**src/hdl/scfb_pkg.sv**
```systemverilog
// Types and constants shared by the servo command frame builder
package scfb_pkg;

   typedef enum logic [1:0] {
      CMD_CONTROL  = 2'd0,
      CMD_POSITION = 2'd1,
      CMD_READ     = 2'd2,
      CMD_INVALID  = 2'd3
   } command_type;

   typedef enum logic [1:0] {
      CSR_DEVICE_ADDRESS = 2'd0,
      CSR_CONTROL_CODE   = 2'd1,
      CSR_WRITE_CODE     = 2'd2,
      CSR_READ_CODE      = 2'd3
   } csr_index_type;

   typedef enum logic [2:0] {
      ST_IDLE,
      ST_BYTE,
      ST_SHIFT,
      ST_CRC_LO,
      ST_CRC_HI
   } state_type;

   localparam logic [15:0] CRC_INIT = 16'hFFFF;
   localparam logic [15:0] CRC_POLY = 16'hA001;

   localparam logic [7:0] QTY_HI     = 8'h00;
   localparam logic [7:0] QTY_LO     = 8'h02;
   localparam logic [7:0] BYTE_COUNT = 8'h04;

   localparam logic [3:0] LAST_IDX_POSITION = 4'd10;
   localparam logic [3:0] LAST_IDX_SHORT    = 4'd5;
   localparam logic [2:0] LAST_BIT          = 3'd7;

   typedef struct packed {
      logic [4:0] device_address;
      logic [7:0] control_code;
      logic [7:0] write_code;
      logic [7:0] read_code;
   } cfg_type;

   typedef struct packed {
      logic       init;
      logic       load;
      logic       shift;
      logic [7:0] data;
   } crc_ctrl_type;

   typedef struct packed {
      logic       load;
      logic [7:0] data;
      logic       last;
   } emit_type;

endpackage

```
**src/hdl/scfb_crc_unit.sv**
```systemverilog
// Bit-serial CRC-16/MODBUS unit: fold in a byte, then one shift step per cycle
module scfb_crc_unit (
   input  logic                  clock,
   input  scfb_pkg::crc_ctrl_type ctrl,
   output logic [15:0]           crc
);
   import scfb_pkg::*;

   logic [15:0] crc_ff;
   logic [15:0] crc_in;

   always_comb begin
      crc_in = crc_ff;
      priority if (ctrl.init) begin
         crc_in = CRC_INIT;
      end else if (ctrl.load) begin
         crc_in = crc_ff ^ {8'h00, ctrl.data};
      end else if (ctrl.shift) begin
         // reflected polynomial: shift right, fold in when the low bit drops out
         crc_in = crc_ff[0] ? ((crc_ff >> 1) ^ CRC_POLY) : (crc_ff >> 1);
      end else begin
         crc_in = crc_ff;
      end
   end

   always_ff @(posedge clock) begin
      crc_ff <= crc_in;
   end

   assign crc = crc_ff;

endmodule

```
**src/hdl/scfb_seq.sv**
```systemverilog
// Frame sequencer: picks each frame byte and steps the shared CRC unit
module scfb_seq (
   input  logic                   clock,
   input  logic                   reset,
   input  logic                   req_accept,
   input  scfb_pkg::command_type  req_command,
   input  logic [15:0]            req_register_address,
   input  logic [15:0]            req_register_value,
   input  logic [31:0]            req_position,
   input  scfb_pkg::cfg_type      cfg,
   input  logic                   slot_free,
   input  logic [15:0]            crc,
   output logic                   ready,
   output scfb_pkg::crc_ctrl_type crc_ctrl,
   output scfb_pkg::emit_type     emit
);
   import scfb_pkg::*;

   state_type   state_ff, state_in;
   logic [3:0]  idx_ff, idx_in;
   logic [2:0]  bit_ff, bit_in;
   command_type kind_ff;
   logic [15:0] reg_ff;
   logic [15:0] val_ff;
   logic [31:0] pos_ff;
   logic [3:0]  last_idx;
   logic [7:0]  frame_byte;
   logic [7:0]  func_code;

   assign last_idx = (kind_ff == CMD_POSITION) ? LAST_IDX_POSITION : LAST_IDX_SHORT;

   always_comb begin
      unique case (kind_ff)
         CMD_CONTROL:  func_code = cfg.control_code;
         CMD_POSITION: func_code = cfg.write_code;
         CMD_READ:     func_code = cfg.read_code;
         default:      func_code = cfg.read_code;
      endcase
   end

   always_comb begin
      frame_byte = 8'h00;
      unique case (idx_ff)
         4'd0: frame_byte = {3'b000, cfg.device_address};
         4'd1: frame_byte = func_code;
         4'd2: frame_byte = reg_ff[15:8];
         4'd3: frame_byte = reg_ff[7:0];
         4'd4: frame_byte = (kind_ff == CMD_POSITION) ? QTY_HI : val_ff[15:8];
         4'd5: frame_byte = (kind_ff == CMD_POSITION) ? QTY_LO : val_ff[7:0];
         4'd6: frame_byte = BYTE_COUNT;
         4'd7: frame_byte = pos_ff[31:24];
         4'd8: frame_byte = pos_ff[23:16];
         4'd9: frame_byte = pos_ff[15:8];
         4'd10: frame_byte = pos_ff[7:0];
         default: frame_byte = 8'h00;
      endcase
   end

   // next state
   always_comb begin
      state_in = state_ff;
      unique case (state_ff)
         ST_IDLE: begin
            if (req_accept && (req_command != CMD_INVALID)) state_in = ST_BYTE;
         end
         ST_BYTE: begin
            if (slot_free) state_in = ST_SHIFT;
         end
         ST_SHIFT: begin
            if (bit_ff == LAST_BIT) state_in = (idx_ff == last_idx) ? ST_CRC_LO : ST_BYTE;
         end
         ST_CRC_LO: begin
            if (slot_free) state_in = ST_CRC_HI;
         end
         ST_CRC_HI: begin
            if (slot_free) state_in = ST_IDLE;
         end
         default: state_in = ST_IDLE;
      endcase
   end

   // counters
   always_comb begin
      idx_in = idx_ff;
      bit_in = bit_ff;
      unique case (state_ff)
         ST_IDLE: begin
            idx_in = 4'd0;
            bit_in = 3'd0;
         end
         ST_BYTE: begin
            bit_in = 3'd0;
         end
         ST_SHIFT: begin
            bit_in = bit_ff + 3'd1;
            if (bit_ff == LAST_BIT) idx_in = idx_ff + 4'd1;
         end
         ST_CRC_LO, ST_CRC_HI: begin
            idx_in = idx_ff;
         end
         default: idx_in = 4'd0;
      endcase
   end

   // outputs
   always_comb begin
      ready         = (state_ff == ST_IDLE);
      crc_ctrl.init = (state_ff == ST_IDLE) && req_accept;
      crc_ctrl.load = (state_ff == ST_BYTE) && slot_free;
      crc_ctrl.shift = (state_ff == ST_SHIFT);
      crc_ctrl.data = frame_byte;
      emit.load     = 1'b0;
      emit.data     = frame_byte;
      emit.last     = 1'b0;
      unique case (state_ff)
         ST_BYTE: begin
            emit.load = slot_free;
         end
         ST_CRC_LO: begin
            emit.load = slot_free;
            emit.data = crc[7:0];
         end
         ST_CRC_HI: begin
            emit.load = slot_free;
            emit.data = crc[15:8];
            emit.last = 1'b1;
         end
         ST_IDLE, ST_SHIFT: begin
            emit.load = 1'b0;
         end
         default: emit.load = 1'b0;
      endcase
   end

   always_ff @(posedge clock) begin
      if (reset) begin
         state_ff <= ST_IDLE;
         idx_ff   <= 4'd0;
         bit_ff   <= 3'd0;
      end else begin
         state_ff <= state_in;
         idx_ff   <= idx_in;
         bit_ff   <= bit_in;
      end
   end

   // hold the request fields for the whole frame
   always_ff @(posedge clock) begin
      if (ready && req_accept) begin
         kind_ff <= req_command;
         reg_ff  <= req_register_address;
         val_ff  <= req_register_value;
         pos_ff  <= req_position;
      end
   end

endmodule

```
**src/hdl/servo_command_frame_builder_top.sv**
```systemverilog
// Servo command frame builder: request in, Modbus-RTU style byte stream out
//
// Each request word on req_ becomes one frame on rsp_, one byte per word, most
// significant byte first, closed by the CRC-16/MODBUS low then high byte; the high
// byte carries rsp_tlast. Control and read requests give 8 bytes, position writes
// give 13, and the invalid command is dropped with no output. The CRC is kept by a
// single bit-serial unit, so every data byte is loaded into it and then taken through
// eight shift steps, while the two CRC bytes go from it straight to the output
// register. req_tready is high only between frames; the last byte may still wait in
// the output register while the next request is taken.
module servo_command_frame_builder_top (
   input  logic        clock,
   input  logic        reset,
   input  logic        req_tvalid,
   output logic        req_tready,
   input  logic [63:0] req_tdata,  // register_address[15:0], register_value[31:16],
                                   // position[63:32]
   input  logic [1:0]  req_tuser,  // command[1:0]
   output logic        rsp_tvalid,
   input  logic        rsp_tready,
   output logic [7:0]  rsp_tdata,  // tx_byte[7:0]
   output logic        rsp_tlast,
   input  logic        csr_we,
   input  logic [1:0]  csr_addr,
   input  logic [7:0]  csr_wdata
);
   import scfb_pkg::*;

   cfg_type      cfg_ff, cfg_in;
   logic         rsp_valid_ff, rsp_valid_in;
   logic [7:0]   rsp_data_ff;
   logic         rsp_last_ff;
   logic         slot_free;
   logic         req_accept;
   logic [15:0]  crc;
   crc_ctrl_type crc_ctrl;
   emit_type     emit;

   assign req_accept = req_tvalid && req_tready;
   assign slot_free  = !rsp_valid_ff || rsp_tready;

   always_comb begin
      cfg_in = cfg_ff;
      if (csr_we) begin
         unique case (csr_index_type'(csr_addr))
            CSR_DEVICE_ADDRESS: cfg_in.device_address = csr_wdata[4:0];
            CSR_CONTROL_CODE:   cfg_in.control_code   = csr_wdata;
            CSR_WRITE_CODE:     cfg_in.write_code     = csr_wdata;
            CSR_READ_CODE:      cfg_in.read_code      = csr_wdata;
         endcase
      end
   end

   always_ff @(posedge clock) begin
      if (reset) begin
         cfg_ff.device_address <= 5'd1;
         cfg_ff.control_code   <= 8'd6;
         cfg_ff.write_code     <= 8'd16;
         cfg_ff.read_code      <= 8'd3;
      end else begin
         cfg_ff <= cfg_in;
      end
   end

   scfb_seq u_seq (
      .clock                (clock),
      .reset                (reset),
      .req_accept           (req_accept),
      .req_command          (command_type'(req_tuser)),
      .req_register_address (req_tdata[15:0]),
      .req_register_value   (req_tdata[31:16]),
      .req_position         (req_tdata[63:32]),
      .cfg                  (cfg_ff),
      .slot_free            (slot_free),
      .crc                  (crc),
      .ready                (req_tready),
      .crc_ctrl             (crc_ctrl),
      .emit                 (emit)
   );

   scfb_crc_unit u_crc (
      .clock (clock),
      .ctrl  (crc_ctrl),
      .crc   (crc)
   );

   // output register: load a new word when free, drop valid once taken
   always_comb begin
      rsp_valid_in = rsp_valid_ff;
      if (emit.load) begin
         rsp_valid_in = 1'b1;
      end else if (rsp_tready) begin
         rsp_valid_in = 1'b0;
      end
   end

   always_ff @(posedge clock) begin
      if (reset) begin
         rsp_valid_ff <= 1'b0;
      end else begin
         rsp_valid_ff <= rsp_valid_in;
      end
   end

   always_ff @(posedge clock) begin
      if (emit.load) begin
         rsp_data_ff <= emit.data;
         rsp_last_ff <= emit.last;
      end
   end

   assign rsp_tvalid = rsp_valid_ff;
   assign rsp_tdata  = rsp_data_ff;
   assign rsp_tlast  = rsp_last_ff;

endmodule

```
**config.mk**
```make
export PLATFORM = sky130hd
export DESIGN_NAME = servo_command_frame_builder_top
export DESIGN_NICKNAME = d
export VERILOG_FILES = /design/src/hdl/scfb_pkg.sv /design/src/hdl/scfb_crc_unit.sv /design/src/hdl/scfb_seq.sv /design/src/hdl/servo_command_frame_builder_top.sv
export SDC_FILE = /design/constraint.sdc
export NUM_CORES = 1
export LEC_CHECK = 0
export BUFFER_PORTS_ARGS = -buffer_cell sky130_fd_sc_hd__buf_4
export CORE_MARGIN = 2
export CORE_UTILIZATION = 55
export CTS_CLUSTER_DIAMETER = 30
export DETAILED_ROUTE_END_ITERATION = 6
export HOLD_SLACK_MARGIN = 0.02
export PLACE_DENSITY = 0.75
export SLEW_MARGIN = 25
export SYNTH_ARGS = -nofsm -noshare
export SYNTH_HDL_FRONTEND = slang
export SYNTH_SLANG_ARGS = --single-unit
export TNS_END_PERCENT = 30
```
**constraint.sdc**
```tcl
create_clock -name clock -period 5 [get_ports clock]
set_input_delay 0.25 -clock clock [delete_from_list [all_inputs] [get_ports clock]]
set_output_delay 0.25 -clock clock [all_outputs]
set_load 0.1 [all_outputs]
```
Yosys cells after proc, flatten, opt, wreduce, memory -nomap -nowiden
Index checks and enable logic that the tools add are counted.
{"block": "totals", "regBits": 131, "elab_cells": 90, "inputBits": 81, "output_inout_bits": 11}
{"block": "op_classes", "reduce_logical": 21, "bitwise": 3, "n_eq_ne": 26, "add_sub_neg": 2, "mux": 23}
{"cell": "$pmux W8 S11", "n": 1}
{"cell": "$mux W16", "n": 3}
{"cell": "$pmux W8 S2", "n": 2}
{"cell": "$eq A4 B3 Y1 const B", "n": 4}
{"cell": "$mux W8", "n": 2}
{"cell": "$xor A16 B8 Y16", "n": 1}
{"cell": "$mux W3", "n": 5}
{"cell": "$pmux W3 S5", "n": 1}
{"cell": "$eq A4 B4 Y1 const B", "n": 3}
{"cell": "$ne A2 B1 Y1 const B", "n": 5}
{"cell": "$reduce_and A2 Y1", "n": 5}
{"cell": "$eq A4 B2 Y1 const B", "n": 2}
{"cell": "$mux W4", "n": 2}
{"cell": "$pmux W4 S2", "n": 1}
{"cell": "$eq A3 B2 Y1 const B", "n": 2}
{"cell": "$eq A3 B3 Y1 const B", "n": 2}
{"cell": "$pmux W3 S2", "n": 1}
{"cell": "$reduce_bool A2 Y1", "n": 3}
{"cell": "$reduce_and A5 Y1", "n": 1}
{"cell": "$add A4 B1 Y4 const B", "n": 1}
{"cell": "$eq A2 B1 Y1 const B", "n": 2}
{"cell": "$eq A2 B2 Y1 const B", "n": 2}
{"cell": "$eq A4 B1 Y1 const B", "n": 1}
{"cell": "$eq A4 B4 Y1", "n": 1}
{"cell": "15 further kinds", "n": 22}

Logic depth before layout (Yosys ltp)
{"block": "logic_depth", "ltp_word": 6, "mapped_depth": 9, "ltp_nobuf": 7}

Modules after synthesis
A second synthesis with hierarchy kept.
{"block": "hier_totals", "cells_unflattened": 482, "hier_area_um2": 5805.6}
{"mod": "scfb_seq", "n_inst": 1, "seq_area_each_um2": 2182.1, "cells_each": 267, "area_per_inst_um2": 3564.7}
{"mod": "servo_command_frame_builder_top", "n_inst": 1, "seq_area_each_um2": 870.8, "cells_each": 127, "area_per_inst_um2": 1495.2}
{"mod": "scfb_crc_unit", "n_inst": 1, "seq_area_each_um2": 320.3, "cells_each": 88, "area_per_inst_um2": 745.7}

Worst setup path before layout
Ideal clock, no wire load.
{"block": "synth_timing", "path_kind": "register to register", "start": "register u_seq.state_ff[0]", "end": "register u_seq.kind_ff[0] (enable)", "period_less_slack_ns": 5.213, "path_buffers": 1, "setup_time_ns": 0.424, "arrival_time_ns": 4.789, "setup_slack_ns": -0.213, "stages_incl_launch_ff": 5, "required_ns": 4.576, "path_cell_list": "dfxtp_1 buf_2 nor3_1 nand2_1 inv_1"}
{"element": "start, declared", "line_no": "scfb_seq.sv:19", "text": "state_type state_ff, state_in;"}
{"element": "start signal, assigned", "line_no": "scfb_seq.sv:141", "text": "state_ff <= state_in;"}
{"element": "end signal, assigned", "line_no": "scfb_seq.sv:150", "text": "kind_ff <= req_command;"}
{"element": "end, declared", "line_no": "scfb_seq.sv:22", "text": "command_type kind_ff;"}

==> flow_summary.json <==
{
  "grt_use_met2_pct": 50.0,
  "port_buffers": 91,
  "cts_resized": 0,
  "slowest_delay_ps": 940,
  "synth_top_flop_cell": "edfxtp_1",
  "ys_seq_area_share_pct": 59.3,
  "grt_max_degree": 42,
  "cts_setup_buffers": 0,
  "antenna_found_initial": 0,
  "postSynthAreaPerCell_um2": 11.1,
  "busiest_layer": "met2",
  "layout-drive-gt1-share_pct": 20.6,
  "powerDensity_mw_per_mm2": 497,
  "slowest_stage": "dfxtp_1",
  "io_pins": 92,
  "holdWs_ps": 80.8,
  "final_hold_viol_count": 0,
  "status": "complete, no violations",
  "cts_buffers": 17,
  "synth-seq-cells": 131,
  "worstSetupPathType": "flop to flop",
  "tns_ps": 0,
  "drc": 0,
  "insertion_delay_ps": 540,
  "vias": 4799,
  "path_clk_slew_ps": 60,
  "path_cells": "nor2b_1 > and3_1 > a211oi_1 > a21oi_1 > a221o_1",
  "timing.fmax_mhz": 371,
  "ir_drop_uv": 382,
  "tightest_slew_ps": 987,
  "diodes": 0,
  "synth-edff-count": 75,
  "overflow": 0,
  "fillCellCount": 646,
  "slew_headroom_pct": 33.4,
  "core_mm2": 0.0102,
  "grt_pass1_vias": 4848,
  "hold_path_class": "input port to flop",
  "cts.path.max_buffers": 2,
  "syn_nets": 600,
  "wl_per_cell_um": 19.4,
  "crit_path_end_kind": "flop",
  "fin_crit_ps": 2690,
  "cts_tree": "built",
  "drtIter0Drc": 507,
  "instances_no_fill": 820,
  "synthDistinctLibCells": 63,
  "syn_inst": 513,
  "clkSinkCount": 131,
  "grt_pass1_wl_um": 25300,
  "htree_levels": 4,
  "setup.worst_path.start_class": "flop",
  "grtUsageTotal_pct": 30.1,
  "rsz0062_at_grt": "no",
  "maxCapViolCount": 0,
  "cts-root-buf": "clkbuf_8",
  "met1_usage_pct": 37.6,
  "hpwl_um": 9320,
  "total_power_mw": 3.86,
  "cp_max_fo": 25,
  "die_w_um": 106,
  "yosys_warnings": 0,
  "die_h_um": 106,
  "start_util_pct": 55.8,
  "antenna_left": 0,
  "met3_usage_pct": 7.92,
  "async_reset_ff_share_pct": 0,
  "wl_um": 15900,
  "placed_cell_area_mm2": 0.00642,
  "required_ps": 5280,
  "design_area_mm2": 0.00776,
  "place_congestion": 0.870,
  "holdBufCountCts": 74,
  "drv_slew": 0,
  "dr.pass1.iters": 6,
  "fin_crit_sh_pct": 53.9,
  "final_common_cell": "buf_4",
  "num_rows": 37,
  "cp_data_arrival_time_ps": 2980,
  "layout.nets": 758,
  "dp_cells": 714,
  "final_cell_mix": "94 x buf_4, 81 x nand2_1, 75 x edfxtp_1",
  "viasPerCell": 5.85,
  "finalSetupViolCount": 0,
  "p_leak_nw": 3.06,
  "die_area_mm2": 0.0112,
  "skew_ps": 10.3,
  "syn2layout_area_growth_pct": 36.5,
  "synth_area_mm2": 0.00568
}
-- per-layer routing --
layer | vias up | share of wire, % | wire, um
met5 | - | 0 | 0
met4 | 0 | 2.6 | 408
met3 | 34 | 8.7 | 1380
met2 | 270 | 50 | 7930
met1 | 2273 | 39 | 6180
li1 | 2222 | - | -
-- stage by stage --
step | setup slack, ps | utilization [%]
floorplan | 922 | -
global placement | 2480 | 63.1
detailed placement | 2390 | 63.1
CTS | 2370 | 76.2
global route | 2140 | 76.2
finish | 2310 | 76.2
-- cell usage after synthesis (4+ instances only) --
library cell / count / area (um^2)
a221o_1: 4 / 40.0
a21oi_1: 38 / 190
dfxtp_1: 56 / 1120
ha_1: 6 / 75.1
mux2i_1: 17 / 170
mux2_2: 5 / 56.3
a211o_1: 5 / 43.8
nor3_1: 5 / 25.0
o21ai_0: 15 / 75.1
clkbuf_1: 16 / 60.1
nor2_1: 33 / 124
o211a_1: 5 / 50.1
nand3b_1: 6 / 45.0
buf_2: 9 / 45.0
a31oi_1: 5 / 31.3
a22oi_1: 16 / 120
a211oi_1: 9 / 67.6
inv_1: 12 / 45.0
nor2b_1: 8 / 50.1
nand2_1: 81 / 304
edfxtp_1: 75 / 2250
nand3_1: 10 / 50.1
nand2b_1: 14 / 87.6
o211ai_1: 5 / 37.5
-- report_power, final --
group          switching, mW  total (mW)  internal (mW)
Clock                  0.503        1.26          0.761
Sequential             0.163        1.60           1.44
Combinational          0.661       0.996          0.335
Total                   1.33        3.86           2.53
-- final timing paths --
| check | startpoint | end | slack, ps | cells past startpoint |
|---|---|---|---|---|
| max reg2reg | u_seq.idx_ff[3] | rsp_tdata[2] | 2310 | 5 |
| min | rsp_tready | rsp_tvalid | 80 | 4 |
| min reg2reg | cfg_ff[13] | cfg_ff[13] | 450 | 2 |
| max | u_seq.idx_ff[3] | rsp_tdata[2] | 2310 | 5 |
-- critical path: cells and delay by family (launching register included) --
family / cells / cell delay [ps]
DFF: 1 / 940
AOI/OAI and AO/OA: 3 / 890
and+or+nand+nor: 2 / 600
-- sequential cells by signal, summed over array words and instances, names as in the netlist --
register	cells
u_seq.val_ff	16
u_seq.pos_ff	32
u_seq.reg_ff	16
u_seq.state_ff	3
rsp_tdata	8
rsp_tlast	1
u_seq.kind_ff	2
cfg_ff	29
u_crc.crc	16
u_seq.idx_ff	4
rsp_tvalid	1
u_seq.bit_ff	3
-- cells by family (layout without fill, tap and decap cells) --
| group | after synthesis | in the layout | share of synthesized area (%) |
|---|---|---|---|
| flip-flops | 131 | 131 | 59.3 |
| buffers and inverters | 41 | 212 | 3.30 |
| AO/OA/AOI/OAI | 132 | 132 | 16.4 |
| XOR/XNOR | 1 | 1 | 0.154 |
| multiplexers | 24 | 24 | 4.45 |
| AND/OR/NAND/NOR | 178 | 178 | 15.0 |
| adder cells (fa/ha/maj) | 6 | 6 | 1.32 |
-- area by class of cell --
type | instances | area (um^2) | share of cell area (%)
inverters | 12 | 45.0 | 0.581
well taps | 136 | 170 | 2.19
multi-input cells | 341 | 2130 | 27.4
clock buffers | 20 | 457 | 5.89
repair buffers | 168 | 1450 | 18.6
flip-flops and latches | 131 | 3370 | 43.5
clock inverters | 12 | 139 | 1.79
Note: power is estimated with default switching activity, not from simulation.
